===== config.mk =====
export PLATFORM = sky130hd
export DESIGN_NAME = wlpt_cordic_step
export DESIGN_NICKNAME = d
export VERILOG_FILES = /design/src/rtl/world_to_lidar_pose_transform_macros.svh /design/src/rtl/wlpt_pkg.sv /design/src/rtl/wlpt_cordic_step.sv
export SDC_FILE = /design/constraint.sdc
export NUM_CORES = 1
export LEC_CHECK = 0
export BUFFER_PORTS_ARGS = -buffer_cell sky130_fd_sc_hd__buf_2
export CAP_MARGIN = 5
export CELL_PAD_IN_SITES_DETAIL_PLACEMENT = 2
export CELL_PAD_IN_SITES_GLOBAL_PLACEMENT = 2
export CORE_AREA = 2 2 481 483
export DETAILED_ROUTE_END_ITERATION = 7
export DIE_AREA = 0 0 483 485
export GPL_TIMING_DRIVEN = 0
export HOLD_SLACK_MARGIN = 0.12
export PLACE_DENSITY_LB_ADDON = 0.1
export SLEW_MARGIN = 15
export SYNTH_ARGS = -nofsm -noshare
export SYNTH_HDL_FRONTEND = slang
export SYNTH_SLANG_ARGS = --single-unit

===== constraint.sdc =====
create_clock -name clock -period 19.19 [get_ports clock]
set_input_delay 1.919 -clock clock [delete_from_list [all_inputs] [get_ports clock]]
set_output_delay 1.919 -clock clock [all_outputs]
set_load 0.03 [all_outputs]

===== src/rtl/world_to_lidar_pose_transform_macros.svh =====
// Assertion macros for the world-to-lidar pose transform.
`ifndef WORLD_TO_LIDAR_POSE_TRANSFORM_MACROS_SVH
`define WORLD_TO_LIDAR_POSE_TRANSFORM_MACROS_SVH
`ifndef SYNTH
`define WLPT_ASSERT_ALWAYS(label, clk, rst, prop, msg) \
   label: assert property (@(posedge clk) disable iff (rst) (prop)) else $error(msg);
`define WLPT_ASSERT_NEXT(label, clk, rst, ante, cons, msg) \
   label: assert property (@(posedge clk) disable iff (rst) (ante) |=> (cons)) else $error(msg);
`else
`define WLPT_ASSERT_ALWAYS(label, clk, rst, prop, msg)
`define WLPT_ASSERT_NEXT(label, clk, rst, ante, cons, msg)
`endif
`endif


===== src/rtl/wlpt_pkg.sv =====
// Types, constants and the arctangent table of the pose transform.
package wlpt_pkg;

   localparam int CORDIC_MAX = 24;
   localparam int TW = 34;
   localparam int RQW = 34;
   localparam int RLW = 26;
   localparam logic signed [TW-1:0] CORDIC_GAIN = 34'sd652032874;
   localparam logic signed [TW-1:0] ONE_Q30 = 34'sd1073741824;
   localparam logic signed [15:0] TILT_RESET = 16'sd2086;

   typedef enum logic [1:0] {
      CSR_TOWER_OFFSET_X   = 2'd0,
      CSR_LIDAR_HEIGHT     = 2'd1,
      CSR_LIDAR_TILT_ANGLE = 2'd2
   } csr_index_type;

   typedef struct packed {
      logic signed [31:0] trans_x;
      logic signed [31:0] trans_y;
      logic signed [31:0] trans_z;
      logic signed [15:0] quat_x;
      logic signed [15:0] quat_y;
      logic signed [15:0] quat_z;
      logic signed [15:0] quat_w;
      logic signed [15:0] tower_angle;
   } req_payload_type;

   typedef struct packed {
      logic signed [15:0] rot_00;
      logic signed [15:0] rot_01;
      logic signed [15:0] rot_02;
      logic signed [15:0] rot_10;
      logic signed [15:0] rot_11;
      logic signed [15:0] rot_12;
      logic signed [15:0] rot_20;
      logic signed [15:0] rot_21;
      logic signed [15:0] rot_22;
      logic signed [31:0] pos_x;
      logic signed [31:0] pos_y;
      logic signed [31:0] pos_z;
   } rsp_payload_type;

   typedef struct packed {
      logic signed [TW-1:0] x;
      logic signed [TW-1:0] y;
      logic signed [TW-1:0] z;
      logic                 neg;
   } cordic_lane_type;

   typedef struct packed {
      logic [2:0][31:0]     t;
      logic [8:0][RQW-1:0]  rq;
      cordic_lane_type      tower;
      cordic_lane_type      tilt;
   } cordic_stage_type;

   typedef struct packed {
      logic [2:0][31:0]     t;
      logic [8:0][RQW-1:0]  rq;
      logic signed [31:0]   st;
      logic signed [31:0]   ct;
      logic signed [31:0]   sa;
      logic signed [31:0]   ca;
      logic signed [63:0]   ct_ca;
      logic signed [63:0]   ct_sa;
      logic signed [63:0]   st_ca;
      logic signed [63:0]   st_sa;
      logic [2:0][65:0]     pa;
      logic [2:0][65:0]     pd;
   } mount_type;

   function automatic logic signed [TW-1:0] atan_q30(input int unsigned idx);
      case (idx)
         0: return 34'sd536870912;
         1: return 34'sd316933406;
         2: return 34'sd167458907;
         3: return 34'sd85004756;
         4: return 34'sd42667331;
         5: return 34'sd21354465;
         6: return 34'sd10679838;
         7: return 34'sd5340245;
         8: return 34'sd2670163;
         9: return 34'sd1335087;
         10: return 34'sd667544;
         11: return 34'sd333772;
         12: return 34'sd166886;
         13: return 34'sd83443;
         14: return 34'sd41722;
         15: return 34'sd20861;
         16: return 34'sd10430;
         17: return 34'sd5215;
         18: return 34'sd2608;
         19: return 34'sd1304;
         20: return 34'sd652;
         21: return 34'sd326;
         22: return 34'sd163;
         23: return 34'sd81;
         default: return 34'sd0;
      endcase
   endfunction

endpackage


===== src/rtl/wlpt_cordic_step.sv =====
// One CORDIC iteration for the tower and tilt lanes.
module wlpt_cordic_step #(
   parameter int unsigned STEP = 0
) (
   input  logic                         clock,
   input  logic                         reset,
   input  logic                         in_valid,
   output logic                         in_ready,
   input  wlpt_pkg::cordic_stage_type   in_data,
   output logic                         out_valid,
   input  logic                         out_ready,
   output wlpt_pkg::cordic_stage_type   out_data
);

   logic                       valid_ff;
   wlpt_pkg::cordic_stage_type data_ff;
   wlpt_pkg::cordic_stage_type data_in;
   logic                       adv;

   function automatic wlpt_pkg::cordic_lane_type rotate(input wlpt_pkg::cordic_lane_type l);
      wlpt_pkg::cordic_lane_type r;
      r = l;
      if (l.z >= 0) begin
         r.x = l.x - (l.y >>> STEP);
         r.y = l.y + (l.x >>> STEP);
         r.z = l.z - wlpt_pkg::atan_q30(STEP);
      end else begin
         r.x = l.x + (l.y >>> STEP);
         r.y = l.y - (l.x >>> STEP);
         r.z = l.z + wlpt_pkg::atan_q30(STEP);
      end
      return r;
   endfunction

   assign adv = !valid_ff || out_ready;
   assign in_ready = adv;
   assign out_valid = valid_ff;
   assign out_data = data_ff;

   always_comb begin
      data_in = in_data;
      data_in.tower = rotate(in_data.tower);
      data_in.tilt = rotate(in_data.tilt);
   end

   always_ff @(posedge clock) begin
      if (reset) begin
         valid_ff <= 1'b0;
      end else if (adv) begin
         valid_ff <= in_valid;
      end
   end

   always_ff @(posedge clock) begin
      if (adv && in_valid) begin
         data_ff <= data_in;
      end
   end

endmodule


==> out/results.tsv, run 1 <==
stage	metric	value	unit
status	outcome	finished clean	
setup_path	CP max stage cell	a31oi_1	
sta	Fmax achieved	0.170	GHz
finish	layout cells sized above 1	37.0	%
clock_network	clock tree buffer depth	3	
floorplan	Rows	176	
synth	synthesis warning total	0	
detailed_routing	ANT nets after route	0	
min_path	hold wc startpoint	out_valid	
finish	Nets	4566	
grt	largest net degree at the start of global routing	51	
setup_path	Buf+Inv Stages, Crit Path	3	
setup_path	CP peak stage delay	890	ps
synth	register area share after synthesis	61.0	%
detailed_routing	Vias	26000	
clock_network	Worst-Skew Late Latency	760	ps
min_path	end point of the worst hold path	out_valid	
detailed_routing	drt drc	0	
finish	Area growth, synth to finish	43.8	%
placement	GPL Wtd Cong	0.845	
floorplan	Initial Util	13.0	%
sta	relative slew slack	22.3	%
grt	first-pass GRT wire length	283000	um
power_and_ir_drop	Pleak	17.7	nW
synth	asr flop ratio synth	0	%
setup_path	Critical Path Source Type	input pin	
sta	hold_ws	543	ps
placement	dpl ws	12370	ps
setup_path	Worst R2R Path Depth	6	
clock_network	hold-fix buffers at CTS	0	
synth	synthesized netlist cell count	2412	
floorplan	DIE WIDTH	483	um
synth	Mapped Area	0.0298	mm2
power_and_ir_drop	peak supply drop	0.0618	mV
grt	initial antenna violation count	172	
clock_network	CTS tree	built	
finish	area of the multi-input gates	0.0105	mm2
sta	clk_skew	48.5	ps
sta	endpoints failing hold	0	
grt	GR Util All Layers	18.2	%
grt	total gr overflow	0	
detailed_routing	Avg WL per Cell	32.1	um
floorplan	top-level I/O count	1222	
setup_path	Worst Setup End Kind	flip-flop	
grt	vias in the first global route	27200	
clock_network	H-tree depth	3	
floorplan	Core Box Area	0.229	mm2
setup_path	WP data required	19670	ps
detailed_routing	Iter 0 DRT Violations	1367	
job	max-cap violations	0	
power_and_ir_drop	P per Cell Area	97.1	mW/mm2
detailed_routing	Vias per Instance	3.78	
sta	endpoints failing setup	0	
clock_network	# clock sinks	607	
detailed_routing	Initial DRT Pass Iterations	4	
setup_path	reg2reg setup slack	16630	ps
synth	Yosys reg bits	607	
sta	Worst Tran Pin Value	1170	ps
placement	Cell Area, Placed	0.0402	mm2
finish	Reg area	0.0182	mm2
sta	setup slack after layout	13290	ps
sta	Final Cycle Share	30.7	%
setup_path	reg2reg start	out_valid	
clock_network	Root Driver	clkbuf_16	
setup_path	R2R Path End	out_data[271]	
finish	fill count	26200	
min_path	Hold Crit Class	reg2reg	
sta	Tmin final	5900	ps
floorplan	Die H	485	um
synth	Mapped Nets	3240	
floorplan	Die ar.	0.234	mm2
setup_path	CP arrival	6380	ps
clock_network	CTS clk-pin slew, worst paths	60	ps
synth	ys flop type	edfxtp_1	
placement	port bufs	1221	
synth	synth unique cells	78	
clock_network	post_cts resized	0	
synth	number of enable flip-flop cells after synthesis	606	
sta	Max Slew Vio Count	0	
detailed_routing	Routed WL	221000	um
setup_path	crit path cell chain	buf_2 -> inv_1 -> ha_1 -> clkbuf_1 -> nand3_1 -> o21bai_1 -> a31oi_1 -> nand3_1 -> o211ai_1 -> a21oi_1 -> o21ai_0 -> a221oi_1 -> mux2i_1 -> xor2_1	
clock_network	total setup buffers inserted after CTS	0	
synth	Mapped Avg Cell Area	12.4	um2
setup_path	most frequent CP cell	nand3_1	
clock_network	Num CTS Buffers	86	
sta	unrepaired setup endpoints after global routing	false	
min_path	Hold Crit Depth	2	
setup_path	crit-path max FO	10	
finish	Final Cell Area	0.0429	mm2
setup_path	critical path class	in2reg	
setup_path	Crit path max-delay family	compound AO/OA/AOI/OAI gates	
placement	dpl hpwl	190000	um
## metrics by stage
step | utilization, % | cells | TNS (ps) | power, W
floorplan | - | 2412 | 0 | 0.00222
global placement | 17.4 | 6659 | -4699000 | 0.00273
detailed placement | 17.5 | 6676 | 0 | 0.00266
CTS | 18.7 | 6834 | 0 | 0.00429
global route | 18.7 | 6852 | 0 | 0.00436
finish | 18.7 | 6872 | 0 | 0.00417
## metal layers
layer	up-vias	global-route usage, %	wire length, um
li1	11500	-	-
met1	13100	21.0	86900
met2	936	31.4	108000
met3	363	6.91	18800
met4	92	5.20	6120
met5	-	0	587
## placed cells by master, fill, tap and decap left out, types with 9 or more instances in the layout
| cell | instances |
|---|---|
| o21a_1 | 14 |
| nor2_1 | 195 |
| nand2b_1 | 25 |
| inv_1 | 211 |
| o21bai_1 | 50 |
| nand4_1 | 29 |
| edfxtp_1 | 606 |
| buf_1 | 16 |
| nor4_1 | 18 |
| o21ai_0 | 135 |
| clkbuf_16 | 86 |
| nor3_1 | 32 |
| o31ai_1 | 13 |
| mux2i_1 | 29 |
| nor2b_1 | 24 |
| xnor2_1 | 115 |
| xor2_1 | 21 |
| nand2_1 | 96 |
| a21oi_1 | 252 |
| buf_16 | 10 |
| a211oi_1 | 19 |
| o211ai_1 | 12 |
| ha_1 | 208 |
| nand3_1 | 20 |
| buf_2 | 1233 |
| diode_2 | 38 |
| a21o_1 | 36 |
| clkbuf_1 | 65 |
| clkinv_2 | 17 |
| or3_1 | 9 |
| a31oi_1 | 10 |
| clkinv_1 | 31 |
## synth_stat cells, types with 25 or more instances
master	instances	area, um2
edfxtp_1	606	18200
a21oi_1	252	1260
inv_1	211	792
ha_1	208	2600
nor2_1	195	732
o21ai_0	135	676
xnor2_1	115	1010
nand2_1	96	360
clkbuf_1	53	199
o21bai_1	50	375
a21o_1	36	270
nor3_1	32	160
mux2i_1	29	290
nand4_1	29	181
nand2b_1	25	156
## worst max-delay path by stage
stage                           start            end  slack, ps  depth (start not counted)
after CTS                 in_data[39]   out_data[99]      13170                         14
after global routing      in_data[39]   out_data[99]      12950                         14
final                     in_data[39]   out_data[99]      13290                         14
after floorplan             out_ready    out_data[0]       2210                          2
after global placement      out_ready  out_data[218]      -8030                          3
after detailed placement  in_data[39]   out_data[99]      12370                         14
## cell families after synthesis
kind of cell	after synthesis	synth area share, %
AOI/OAI and AO/OA	627	13.0
DFF	607	61.0
and+or+nand+nor	491	7.80
buffers and inverters	303	3.87
adders and majority gates	216	9.26
xor gates and xnor gates	136	3.99
muxes	32	1.09
## cell type report
class | instances | share of cell area (%)
multi-input combinational | 1502 | 24.5
antenna | 38 | 0.222
sequential | 607 | 42.4
clock inverter | 58 | 1.09
timing repair buffer | 1238 | 15.1
clock buffer | 100 | 5.14
tap | 3026 | 8.82
inverter | 220 | 1.92
buffer | 83 | 0.784
## tightest hold or removal path, stage by stage, from the launching register on
cell and delay [ps]:
dfxtp_1 300, nand2b_1 110, a21oi_1 80
## where the power goes
group	leakage [nW]	total (W)	switching [W]	internal [W]
clock	1.29	0.00156	0.000710	0.000847
sequential	5.87	0.00162	0.0000286	0.00159
combinational	10.6	0.000988	0.000719	0.000269
total	17.7	0.00417	0.00146	0.00271
## flip-flops by register name, indices dropped and copies added (netlist names)
register	flops
out_data	606
out_valid	1
Power figures use the tool's default switching activity.
==> run 2, diff against run 1 <==
--- a/config.mk
+++ b/config.mk
@@ -5,13 +5,14 @@
 export SDC_FILE = /design/constraint.sdc
 export NUM_CORES = 1
 export LEC_CHECK = 0
+export ABC_AREA = 1
 export BUFFER_PORTS_ARGS = -buffer_cell sky130_fd_sc_hd__buf_2
 export CAP_MARGIN = 5
 export CELL_PAD_IN_SITES_DETAIL_PLACEMENT = 2
 export CELL_PAD_IN_SITES_GLOBAL_PLACEMENT = 2
-export CORE_AREA = 2 2 481 483
+export CORE_AREA = 2 2 482 484
 export DETAILED_ROUTE_END_ITERATION = 7
-export DIE_AREA = 0 0 483 485
+export DIE_AREA = 0 0 484 486
 export GPL_TIMING_DRIVEN = 0
 export HOLD_SLACK_MARGIN = 0.12
 export PLACE_DENSITY_LB_ADDON = 0.1
==> constraint.sdc (replaced) <==
create_clock -name clock -period 5.1 [get_ports clock]
set_input_delay 0.51 -clock clock [delete_from_list [all_inputs] [get_ports clock]]
set_output_delay 0.51 -clock clock [all_outputs]
set_load 0.03 [all_outputs]
==> out/results.tsv, run 2 <==
stage	metric	value	unit	change
status	outcome	finished clean		
grt	first-pass GRT wire length	296000	um	+4.6%
sta	clk_skew	27.7	ps	-20.8 ps
setup_path	crit-path max FO	12		+2
clock_network	H-tree depth	3		unchanged
synth	Yosys reg bits	607		unchanged
finish	Nets	6108		+34%
sta	Max Slew Vio Count	0		unchanged
job	max-cap violations	0		unchanged
floorplan	Initial Util	14.4	%	+1.3 points
clock_network	CTS tree	built		
clock_network	# clock sinks	607		unchanged
power_and_ir_drop	P per Cell Area	325	mW/mm2	+230%
floorplan	Die ar.	0.235	mm2	+0.41%
setup_path	CP max stage cell	clkbuf_1		
floorplan	DIE WIDTH	484	um	+0.21%
sta	Final Cycle Share	69.1	%	
clock_network	CTS clk-pin slew, worst paths	60	ps	about the same
synth	Yosys top cell by area	edfxtp_1		
grt	initial antenna violation count	73		-58%
synth	number of enable flip-flop cells after synthesis	606		unchanged
detailed_routing	Iter 0 DRT Violations	1539		+13%
clock_network	hold-fix buffers at CTS	469		+469
floorplan	Die H	486	um	+0.21%
power_and_ir_drop	Pleak	22.9	nW	+29%
synth	synthesized netlist cell count	3470		+44%
finish	layout cells sized above 1	27.9	%	-9.1 points
synth	synth unique cells	42		-46%
synth	synth cell count leaders	849 x nand2_1, 606 x edfxtp_1, 412 x inv_1		
setup_path	R2R Path End	out_data[372]		
setup_path	reg2reg setup slack	1840	ps	-14,790 ps
finish	most frequent cells in the layout	1,265 x buf_2, 849 x nand2_1, 606 x edfxtp_1		
min_path	hold wc startpoint	in_data[69]		
power_and_ir_drop	peak supply drop	0.246	mV	+300%
setup_path	reg2reg start	out_valid		
finish	final core occ	22.4	%	+3.6 points
placement	GPL Wtd Cong	0.945		+12%
finish	max reg flops	606		unchanged
synth	asr flop ratio synth	0	%	unchanged
placement	dpl hpwl	191000	um	+0.51%
detailed_routing	Avg WL per Cell	26.4	um	-18%
sta	Worst Tran Pin Value	1160	ps	-9.06 ps
detailed_routing	drt drc	0		unchanged
sta	endpoints failing setup	0		unchanged
setup_path	Worst Setup End Kind	flip-flop		
detailed_routing	Vias per Instance	3.88		+2.5%
clock_network	total setup buffers inserted after CTS	0		unchanged
power_and_ir_drop	Tot Pwr	0.0167	W	+300%
sta	unrepaired setup endpoints after global routing	false		
detailed_routing	Vias	32500		+25%
sta	hold_ws	213	ps	-331 ps
clock_network	post_cts resized	0		unchanged
clock_network	clock tree buffer depth	3		unchanged
synth	dominant cells by area after synthesis	edfxtp_1 55%, nand2_1 9.7%, ha_1 7.9%		
grt	vias in the first global route	35600		+31%
clock_network	Num CTS Buffers	84		-2.3%
detailed_routing	Initial DRT Pass Iterations	5		+1
finish	Area growth, synth to finish	55.9	%	
floorplan	top-level I/O count	1222		unchanged
sta	setup slack after layout	1570	ps	-11,720 ps
setup_path	crit path cell chain	dlygate4sd3_1 -> buf_2 -> inv_1 -> ha_1 -> nand3b_1 -> nor3_1 -> nand4_1 -> o21ai_2 -> clkbuf_1 -> ha_1 -> nand2_1 -> nand2_1 -> a21oi_1 -> xnor2_1		
finish	commonest non-fill, non-tap cell in the layout	buf_2		
sta	Tmin final	3530	ps	
detailed_routing	Routed WL	221000	um	+0.19%
min_path	end point of the worst hold path	out_data[69]		
grt	largest net degree at the start of global routing	25		-51%
sta	relative slew slack	22.6	%	+0.32 points
placement	dpl ws	1070	ps	-11,310 ps
floorplan	Rows	176		unchanged
sta	endpoints failing hold	0		unchanged
sta	Fmax achieved	0.284	GHz	
clock_network	Root Driver	clkbuf_16		
setup_path	CP arrival	4020	ps	-2360 ps
setup_path	Crit path max-delay family	buffers and inverters		
setup_path	WP data required	5590	ps	-14,080 ps
detailed_routing	ANT nets after route	0		unchanged
clock_network	Worst-Skew Late Latency	730	ps	-30 ps
synth	post-synth top area share	55.3	%	-5.7 points
synth	Mapped Avg Cell Area	9.49	um2	-23%
setup_path	CP peak stage delay	900	ps	about the same
synth	leading cell type by number of instances after synthesis	nand2_1		
synth	Mapped Nets	4298		+33%
setup_path	Buf+Inv Stages, Crit Path	4		+1
synth	synthesis warning total	0		unchanged
synth	Mapped Area	0.0329	mm2	+10%
setup_path	Critical Path Source Type	input pin		
floorplan	Core Box Area	0.229	mm2	+0.19%
setup_path	Worst R2R Path Depth	11		+5
setup_path	critical path class	in2reg		
min_path	Hold Crit Depth	3		+1
grt	total gr overflow	0		unchanged
placement	port bufs	1221		unchanged
min_path	Hold Crit Class	in2reg		
synth	ys flop type	edfxtp_1		
synth	register area share after synthesis	55.3	%	-5.7 points
grt	GR Util All Layers	18.3	%	about the same
==> run 2: cell type report <==
| type | count | area (um2) |
|---|---|---|
| plain buffers | 89 | 515 |
| flip-flops and latches | 607 | 18200 |
| inverters | 419 | 1570 |
| multi-input cells | 2355 | 12600 |
| repair buffers | 1724 | 11700 |
| fillers | 26300 | 178000 |
| well taps | 3026 | 3790 |
| diodes | 19 | 47.5 |
| clock buffers | 101 | 2190 |
| clock inverters | 52 | 662 |
==> run 2: worst max-delay path by stage <==
| stage | from | end | depth (start not counted) |
|---|---|---|---|
| detailed placement | in_data[137] | out_data[137] | 14 |
| finish | in_data[34] | out_data[34] | 14 |
| floorplan | out_valid | out_data[0] | 1 |
| CTS | in_data[125] | out_data[137] | 12 |
| global placement | out_valid | out_data[1] | 1 |
| global route | in_data[105] | out_data[137] | 14 |
==> run 2: power by group <==
part	internal, W	switching (W)
combinational	0.00130	0.00305
sequential	0.00596	0.000125
clock	0.00365	0.00259
==> run 2: per-stage QoR <==
step / std cells / setup TNS (ps) / instance area [um2]
floorplan: 3470 / -3583860 / 33000
global placement: 7717 / -7552950 / 42800
detailed placement: 7751 / 0 / 43800
CTS: 8373 / 0 / 51300
global route: 8380 / 0 / 51300
finish: 8392 / 0 / 51300
==> run 2: cell families after synthesis <==
family / synth area share, %
simple gates: 19.3
flops: 55.3
compound gates: 8.54
buf+inv: 6.33
fa+ha+maj: 8.39
xor+xnor: 2.10
==> run 2: layer usage <==
layer | GRT usage [%] | up-vias | routed length, um
met3 | 4.59 | 251 | 13900
li1 | - | 15300 | -
met2 | 30.2 | 871 | 104000
met4 | 5.38 | 26 | 6370
met5 | 0.408 | - | 295
met1 | 23.3 | 16100 | 96800
==> run 2: tightest hold or removal path: stages <==
cell and delay, ps:
buf_2 110, ha_1 120, inv_1 30
==> run 3, diff against run 2 <==
==> constraint.sdc (replaced) <==
create_clock -name clock -period 3.05 [get_ports clock]
set_input_delay 0.305 -clock clock [delete_from_list [all_inputs] [get_ports clock]]
set_output_delay 0.305 -clock clock [all_outputs]
set_load 0.03 [all_outputs]
==> out/results.tsv, run 3 (synthesized netlist as in run 2, its figures left out) <==
stage	metric	value	unit	change
finish	layout cells sized above 1	27.6	%	-0.30 points
power_and_ir_drop	P per Cell Area	530	mW/mm2	+63%
sta	Tmin final	2960	ps	
setup_path	critical path class	in2reg		
detailed_routing	ANT nets after route	0		unchanged
clock_network	clock tree buffer depth	3		unchanged
power_and_ir_drop	peak supply drop	0.381	mV	+55%
finish	Final Cell Area	0.0511	mm2	-0.41%
finish	Reg area	0.0182	mm2	about the same
finish	fill count	26400		+0.20%
placement	GPL Wtd Cong	0.866		-8.4%
setup_path	Worst Setup End Kind	flip-flop		
detailed_routing	met2 WL post-DR	104000	um	+0.63%
floorplan	top-level I/O count	1222		unchanged
sta	relative slew slack	17.4	%	-5.2 points
detailed_routing	routed length on met3	14400	um	+3.8%
clock_network	H-tree depth	3		unchanged
floorplan	Die ar.	0.235	mm2	unchanged
finish	final core occ	22.3	%	-0.092 points
detailed_routing	Iter 0 DRT Violations	1445		-6.1%
finish	Nets	6118		+0.16%
floorplan	Core Box Area	0.229	mm2	unchanged
placement	dpl hpwl	188000	um	-1.6%
detailed_routing	Avg WL per Cell	26.2	um	-0.68%
floorplan	Rows	176		unchanged
sta	clk_skew	37.7	ps	+10.0 ps
detailed_routing	Routed WL	220000	um	-0.64%
setup_path	Worst R2R Path Depth	10		-1
detailed_routing	Vias	32600		+0.24%
floorplan	DIE WIDTH	484	um	unchanged
min_path	Hold Crit Class	in2reg		
placement	dpl ws	-815	ps	-1880 ps
detailed_routing	Vias per Instance	3.89		+0.19%
clock_network	Num CTS Buffers	82		-2.4%
finish	Area growth, synth to finish	55.3	%	
sta	Max Slew Vio Count	0		unchanged
setup_path	WP data required	3320	ps	-2270 ps
status	outcome	finished clean		
setup_path	crit-path max FO	10		-2
sta	Fmax achieved	0.337	GHz	
grt	GR Util All Layers	18.1	%	-0.14 points
power_and_ir_drop	Pleak	22.8	nW	-0.43%
grt	vias in the first global route	35700		+0.14%
sta	endpoints failing hold	0		unchanged
detailed_routing	drt drc	0		unchanged
finish	area of the multi-input gates	0.0126	mm2	about the same
clock_network	CTS tree	built		
sta	Final Cycle Share	97.2	%	
clock_network	Root Driver	clkbuf_16		
grt	first-pass GRT wire length	295000	um	-0.35%
placement	Cell Area, Placed	0.0437	mm2	-0.19%
min_path	Hold Crit Depth	3		unchanged
detailed_routing	M1 wire length	96700	um	about the same
floorplan	Initial Util	14.4	%	unchanged
grt	initial antenna violation count	65		-11%
sta	hold_ws	205	ps	-7.30 ps
detailed_routing	Initial DRT Pass Iterations	5		unchanged
clock_network	Worst-Skew Late Latency	740	ps	about the same
clock_network	# clock sinks	607		unchanged
detailed_routing	Top Metal Used	met5		
job	max-cap violations	0		unchanged
grt	largest net degree at the start of global routing	24		-4.0%
finish	max reg flops	606		unchanged
sta	Worst Tran Pin Value	1240	ps	+82.4 ps
setup_path	reg2reg setup slack	390	ps	-1450 ps
sta	setup slack after layout	85.2	ps	-1490 ps
finish	most frequent cells in the layout	1,264 x buf_2, 849 x nand2_1, 606 x edfxtp_1		
clock_network	CTS clk-pin slew, worst paths	50	ps	about the same
setup_path	Critical Path Source Type	input pin		
floorplan	Die H	486	um	unchanged
placement	port bufs	1221		unchanged
sta	final setup TNS	0	ps	unchanged
finish	commonest non-fill, non-tap cell in the layout	buf_2		
sta	unrepaired setup endpoints after global routing	false		
setup_path	CP arrival	3230	ps	-790 ps
sta	endpoints failing setup	0		unchanged
grt	total gr overflow	0		unchanged
run 3: cell types whose count changed in the layout (fill, tap and decap cells not counted), moves of 4 or more:
cell	change
dlygate4sd3_1	+11
buf_16	-8
buf_12	+7
bufinv_16	-4
run 3: cell type report:
type,count,share of cell area (%)
antenna,20,0.0979
clock inverter,43,0.898
clock buffer,101,4.15
sequential,607,35.6
inverter,419,3.08
tap,3026,7.40
timing repair buffer,1736,23.0
buffer,89,1.02
multi-input combinational,2355,24.7
run 3: metrics by stage:
step	std cells	power, W
6_report	8396	0.0271
5_1_grt	8382	0.0286
4_1_cts	8376	0.0278
3_5_place_dp	7750	0.0172
3_3_place_gp	7717	0.0173
2_1_floorplan	3470	0.0140
run 3: power by group:
part / leakage, nW / switching, W / total (W) / internal, W
Sequential: 5.88 / 0.000195 / 0.0102 / 0.00996
Clock: 1.26 / 0.00412 / 0.00967 / 0.00555
Combinational: 15.7 / 0.00512 / 0.00729 / 0.00218
Total: 22.8 / 0.00944 / 0.0271 / 0.0177
run 3: per-layer routing:
layer  up-vias  track usage (%)
li1      15400                -
met1     16200             23.1
met2       812             30.3
met3       204             5.12
met4        32             3.79
met5         -                0
run 3: what timing repair did:
item                                    CTS  global route
endpoints found under the setup margin   24             5
hold buffers                            480             0
gates resized for setup                   1             5
hold endpoints to repair                476             0
buffers inserted                          2             0
pin swaps                                 1             0
run 3: worst paths after layout:
check                    start             to
setup / recovery   in_data[28]   out_data[77]
hold / removal    in_data[139]  out_data[173]
setup reg to reg     out_valid  out_data[164]
hold reg to reg      out_valid   out_data[57]
run 3: critical path: stages:
cell      delay, ps
buf_2           110
nor4_1          470
nand4_1         240
o21ai_2         470
clkbuf_1        960
o21ai_0         670
